## src/rtl/lpi_pkg.sv

```systemverilog
// ----------------------------------------------------------------------------
// lpi_pkg
// Types and constants shared by the plane clipping modules.
// ----------------------------------------------------------------------------
package lpi_pkg;

    // Queue between front and back
    localparam int unsigned QDEPTH = 8;
    localparam int unsigned QAW    = 3;

    // Quotient bits kept by the divider (t needs 32 plus one for the bound)
    localparam int unsigned QB = 33;
    // Product, sum and magnitude widths of the dot products
    localparam int unsigned PW = 65;
    localparam int unsigned SW = 67;
    localparam int unsigned DW = 66;

    // Result status codes
    localparam logic [1:0] ST_OK  = 2'd0;
    localparam logic [1:0] ST_PAR = 2'd1;
    localparam logic [1:0] ST_SAT = 2'd2;

    // Configuration register indexes
    localparam logic [2:0] REG_PX = 3'd0;
    localparam logic [2:0] REG_PY = 3'd1;
    localparam logic [2:0] REG_PZ = 3'd2;
    localparam logic [2:0] REG_NX = 3'd3;
    localparam logic [2:0] REG_NY = 3'd4;
    localparam logic [2:0] REG_NZ = 3'd5;

    localparam logic [31:0] S32_MAX = 32'h7fff_ffff;
    localparam logic [31:0] S32_MIN = 32'h8000_0000;

    // Plane held in configuration
    typedef struct packed {
        logic [2:0][31:0] p;
        logic [2:0][31:0] n;
    } t_plane;

    // Classified segment carried from front to back
    typedef struct packed {
        logic [2:0][31:0] a;
        logic [2:0][32:0] d;
        logic             par;
        logic             neg;
    } t_seg;

    // Queue status
    typedef struct packed {
        logic [QAW:0] count;
        logic         empty;
    } t_q_stat;

endpackage

```

## src/rtl/lpi_queue.sv

```systemverilog
// ----------------------------------------------------------------------------
// lpi_queue
// Short FIFO between the front and the back.
// ----------------------------------------------------------------------------
module lpi_queue import lpi_pkg::*; #(
    parameter int W = 8
) (
    input  logic         i_clk,
    input  logic         i_rst_n,
    input  logic         i_push,
    input  logic [W-1:0] i_data,
    input  logic         i_pop,
    output logic [W-1:0] o_data,
    output t_q_stat      o_stat
);

    logic [W-1:0]   r_mem [QDEPTH];
    logic [QAW-1:0] r_wr, r_rd;
    logic [QAW:0]   r_count;

    // Pointers and fill level
    always_ff @(posedge i_clk) begin
        if (!i_rst_n) begin
            r_wr    <= '0;
            r_rd    <= '0;
            r_count <= '0;
        end else begin
            if (i_push) r_wr <= r_wr + 1'b1;
            if (i_pop)  r_rd <= r_rd + 1'b1;
            r_count <= r_count + (QAW+1)'(i_push) - (QAW+1)'(i_pop);
        end
    end

    // Storage
    always_ff @(posedge i_clk) begin
        if (i_push) r_mem[r_wr] <= i_data;
    end

    assign o_data       = r_mem[r_rd];
    assign o_stat.count = r_count;
    assign o_stat.empty = (r_count == '0);

endmodule

```

## config.mk

```make
export PLATFORM = sky130hd
export DESIGN_NAME = lpi_queue
export DESIGN_NICKNAME = d
export VERILOG_FILES = /design/src/rtl/lpi_pkg.sv /design/src/rtl/lpi_queue.sv
export SDC_FILE = /design/constraint.sdc
export NUM_CORES = 1
export LEC_CHECK = 0
export BUFFER_PORTS_ARGS = -buffer_cell sky130_fd_sc_hd__buf_2
export CAP_MARGIN = 20
export CORE_ASPECT_RATIO = 1.2
export CORE_MARGIN = 1.5
export CORE_UTILIZATION = 55
export CTS_BUF_LIST = sky130_fd_sc_hd__clkbuf_8
export DETAILED_ROUTE_END_ITERATION = 6
export PLACE_DENSITY_LB_ADDON = 0.25
export SLEW_MARGIN = 40
export SYNTH_ARGS = -nofsm -noshare
export SYNTH_HDL_FRONTEND = slang
export SYNTH_SLANG_ARGS = --single-unit
```

## constraint.sdc

```tcl
create_clock -name i_clk -period 4.5 [get_ports i_clk]
set_input_delay 0.45 -clock i_clk [delete_from_list [all_inputs] [get_ports i_clk]]
set_output_delay 0.45 -clock i_clk [all_outputs]
set_load 0.05 [all_outputs]
```

After elaboration in Yosys (flattened, before gate mapping) --
Memory sizes are Yosys's and may differ from the RTL's. A register that Yosys moved wholly into a read port is not among the register bits. Cells that the tools add are included.
Word-level totals: bits in registers 10, RAM bits 64, output and inout bits 13, latch bits 0, memories 1, logic and storage cells 13, ROM bits 0, bits of input ports 12
Operators by class: equal/unequal tests 0, bitwise operators 0, add/subtract/negate cells 4, multipliers 0, reductions and logical operators 1, div/mod/pow operators 0, mux-type cells 4, shift operators 0, magnitude comparators 0
Memories:
- r_mem | depth 8, width 8, rd ports 1, clocked after Yosys merged registers in 1, write ports 1, line lpi_queue.sv:17 | logic [W-1:0] r_mem [QDEPTH];
Operators by type and width (count):
- $add A3 B1 Y3 const B | 2
- $mux W3 | 2
- $add A4 B1 Y4 | 1
- $logic_not A4 Y1 | 1
- $sub A4 B1 Y4 | 1
- $mux W1 | 2

Longest topological paths before layout --
depth after elaboration 3, mapped depth 8

Worst setup path before layout --
OpenSTA, ideal clock, no wires.
path type register to register, start point reg r_count[0], end point reg r_count[2], arrival 1.852 ns, stages on the path, launching flop included 9, library setup time 0.115 ns, buffers on the path 0, data required time 4.385 ns, slack 2.533 ns, cells stage by stage dfxtp_1 > inv_1 > ha_1 > inv_1 > ha_1 > inv_1 > fa_1 > xnor2_1 > and2_1
On the way: word-level cells in the longest chain between the ends 2
RTL lines:
- start: declaration | line lpi_queue.sv:19 | logic [QAW:0] r_count;
- start signal: assignment | line lpi_queue.sv:30 | r_count <= r_count + (QAW+1)'(i_push) - (QAW+1)'(i_pop);
- $add A4 B1 Y4 | line lpi_queue.sv:30
- $sub A4 B1 Y4 | line lpi_queue.sv:30
Every way passes these cells. A chain may end at the register's enable or synchronous reset.

==> reports/metrics.yaml <==
status:
  status: "completed"
cts:
  cts_root_buffer: "clkbuf_8"
  clock_latency_ns: 0.35
  clkTransAtPathRegs_ns: 0.08
  cts_resized: 0
  h-tree-depth: 3
  clockBufferDepth: 2
  numCtsBuffers: 9
  cts_sinks: 77
  postCtsHoldBufs: 0
  cts_setup_buffers: 0
  cts_tree: "yes"
timing:
  finalSetupTns_ns: 0
  setup_viol: 0
  layout_worst_path_cycle_share: 0.573
  slew_headroom: 0.529
  post-route-worst-setup-slack_ns: 1.92
  layout_min_cycle_time_ns: 2.58
  max_freq_mhz: 388
  fin_worst_skew_ns: 0.00744
  hold_violations: 0
  grt_setup_unrepaired: "no"
  slew_violations: 0
  worstMarginPinSlew_ns: 0.705
critical_path:
  cp_max_fo: 16
  crit_type: "flip-flop to output pin"
  reg2reg_slack_ns: 2.81
  reg2reg_to: "r_count[2]$_SDFF_PN0_"
  rr_startpoint: "r_count[0]$_SDFF_PN0_"
  start_kind: "flip-flop"
  ff2ff_path_depth: 8
  worst_ep_required_time_ns: 4.05
  end_kind: "output pin"
  crit_arrival_ns: 2.13
yosys:
  postSynthAreaPerCell_um2: 19.4
  synth_top_area_share: 0.620
  post-synth-top-count-cell: "edfxtp_1"
  netlist_top_cells_area: "edfxtp_1 62%, mux4_1 13%, dfxtp_1 8.4%"
  synth_commonest_cells: "64 x edfxtp_1, 15 x mux4_1, 13 x dfxtp_1, 8 x mux2_2"
  synth_top_area_cell: "edfxtp_1"
  synthesis.area_um2: 3100
  synth_ff_type: "edfxtp_1"
  ys_seq_area_frac: 0.704
  yosys_warnings: 0
  synthCells: 160
  synth_cell_type_count: 25
  synth_seq_cells: 77
  async_flop_share: 0
  synth_edf_count: 64
  synth.net_count: 180
pwr:
  irDropWorstVdd_mv: 0.419
  cellPowerDensity_nw_per_um2: 482
  p_leak_nw: 1.25
  p_total_mw: 1.69
layout:
  diodes: 0
  register_area_um2: 2180
  areaGrowthSynthToFinish_pct: 13.1
  drive_above_1_share: 0.291
  multi_input_area_um2: 861
  stdcell_count: 258
  fin_nets: 211
  final.fill_count: 370
min_path:
  whs_endpoint: "r_mem[1][7]$_DFFE_PP_"
  whs_path_depth: 1
  min_from: "i_data[7]"
  hold_class: "input pin to flip-flop"
die:
  die_w_um: 71.6
  ioPinCount: 25
  row_count: 29
  core_um2: 5370
  die_area_um2: 6100
  start_util: 0.578
  dieHeight_um: 85.3
drt:
  avgViaCountPerCell: 5.70
  postRouteAntennaNets: 0
  drc: 0
  drt_wl_total_mm: 4.90
  wire_per_inst_um: 19.0
  first_iter_violations: 120
  first_pass_iters: 4
  vias: 1471
job:
  drv_cap: 0
global_route:
  grt_remaining_overflow: 0
  grt_max_degree: 17
  antenna_found_initial: 0
  grt_usage: 0.182
  grt_pass1_vias: 1528
  grt_pass1_wl_mm: 7.69
placement:
  place.gp.congestion: 0.752
  place_ws_ns: 1.96
  dp_hpwl_mm: 3.09
  dp_cells: 242
  portBuffers: 24
==> flip-flops by register name (all words and copies together) (netlist names), named ones only <==
name,cells
r_rd,3
r_count,4
r_mem,64
r_wr,3
==> placed cells by master (no fill, tap or decap), types with 6 or more instances in the layout <==
master and n:
edfxtp_1 64, buf_2 24, mux4_1 15, dfxtp_1 12, clkbuf_8 10, inv_1 8, mux2_2 8, and2_1 7
ha_1 7, nor2_2 6
==> power breakdown <==
group	total, mW	switching (mW)	internal (mW)
Combinational	0.288	0.184	0.104
Clock	0.571	0.244	0.328
Sequential	0.830	0.0255	0.805
==> how the worst max path moves through the flow <==
stage,end,slack [ns]
after global routing,o_data[4],1.84
after global placement,o_data[1],2.02
after floorplan,r_count[2]$_SDFF_PN0_,2.53
after detailed placement,o_data[7],1.96
after CTS,o_data[4],1.55
final,o_data[4],1.92
==> stage by stage <==
stage / area (um2) / hold WS, ns / util
after floorplan: 3100 / 0.512 / -
after global placement: 3270 / 0.541 / 0.608
after detailed placement: 3280 / 0.582 / 0.611
after CTS: 3500 / 0.352 / 0.652
after global routing: 3510 / 0.354 / 0.653
final: 3510 / 0.366 / 0.653
==> logic make-up after synthesis <==
family / share of synthesized area
multiplexers: 0.173
buffers and inverters: 0.0238
XOR/XNOR: 0.0141
AND/OR/NAND/NOR: 0.0468
adder cells (fa/ha/maj): 0.0347
flip-flops: 0.704
AO/OA/AOI/OAI: 0.00403
==> critical path, cell delays in order (launching register included) <==
cell	delay, ns
dfxtp_2	0.65
mux4_1	0.62
mux2_2	0.29
buf_2	0.21
==> area by class of cell <==
class	instances	area share
timing repair buffer	26	0.0385
sequential	77	0.623
clock inverter	6	0.0246
multi-input combinational	70	0.245
tap	62	0.0221
clock buffer	10	0.0392
inverter	7	0.00749
==> per-layer routing <==
metal  vias to the layer above  global-route usage  wire length [um]
li1                        690                   -                 -
met1                       732               0.221              2090
met2                        36               0.288              2410
met3                        13              0.0558               240
met4                         0               0.106               159
met5                         -                   0                 0
Power figures use the tool's default switching activity.
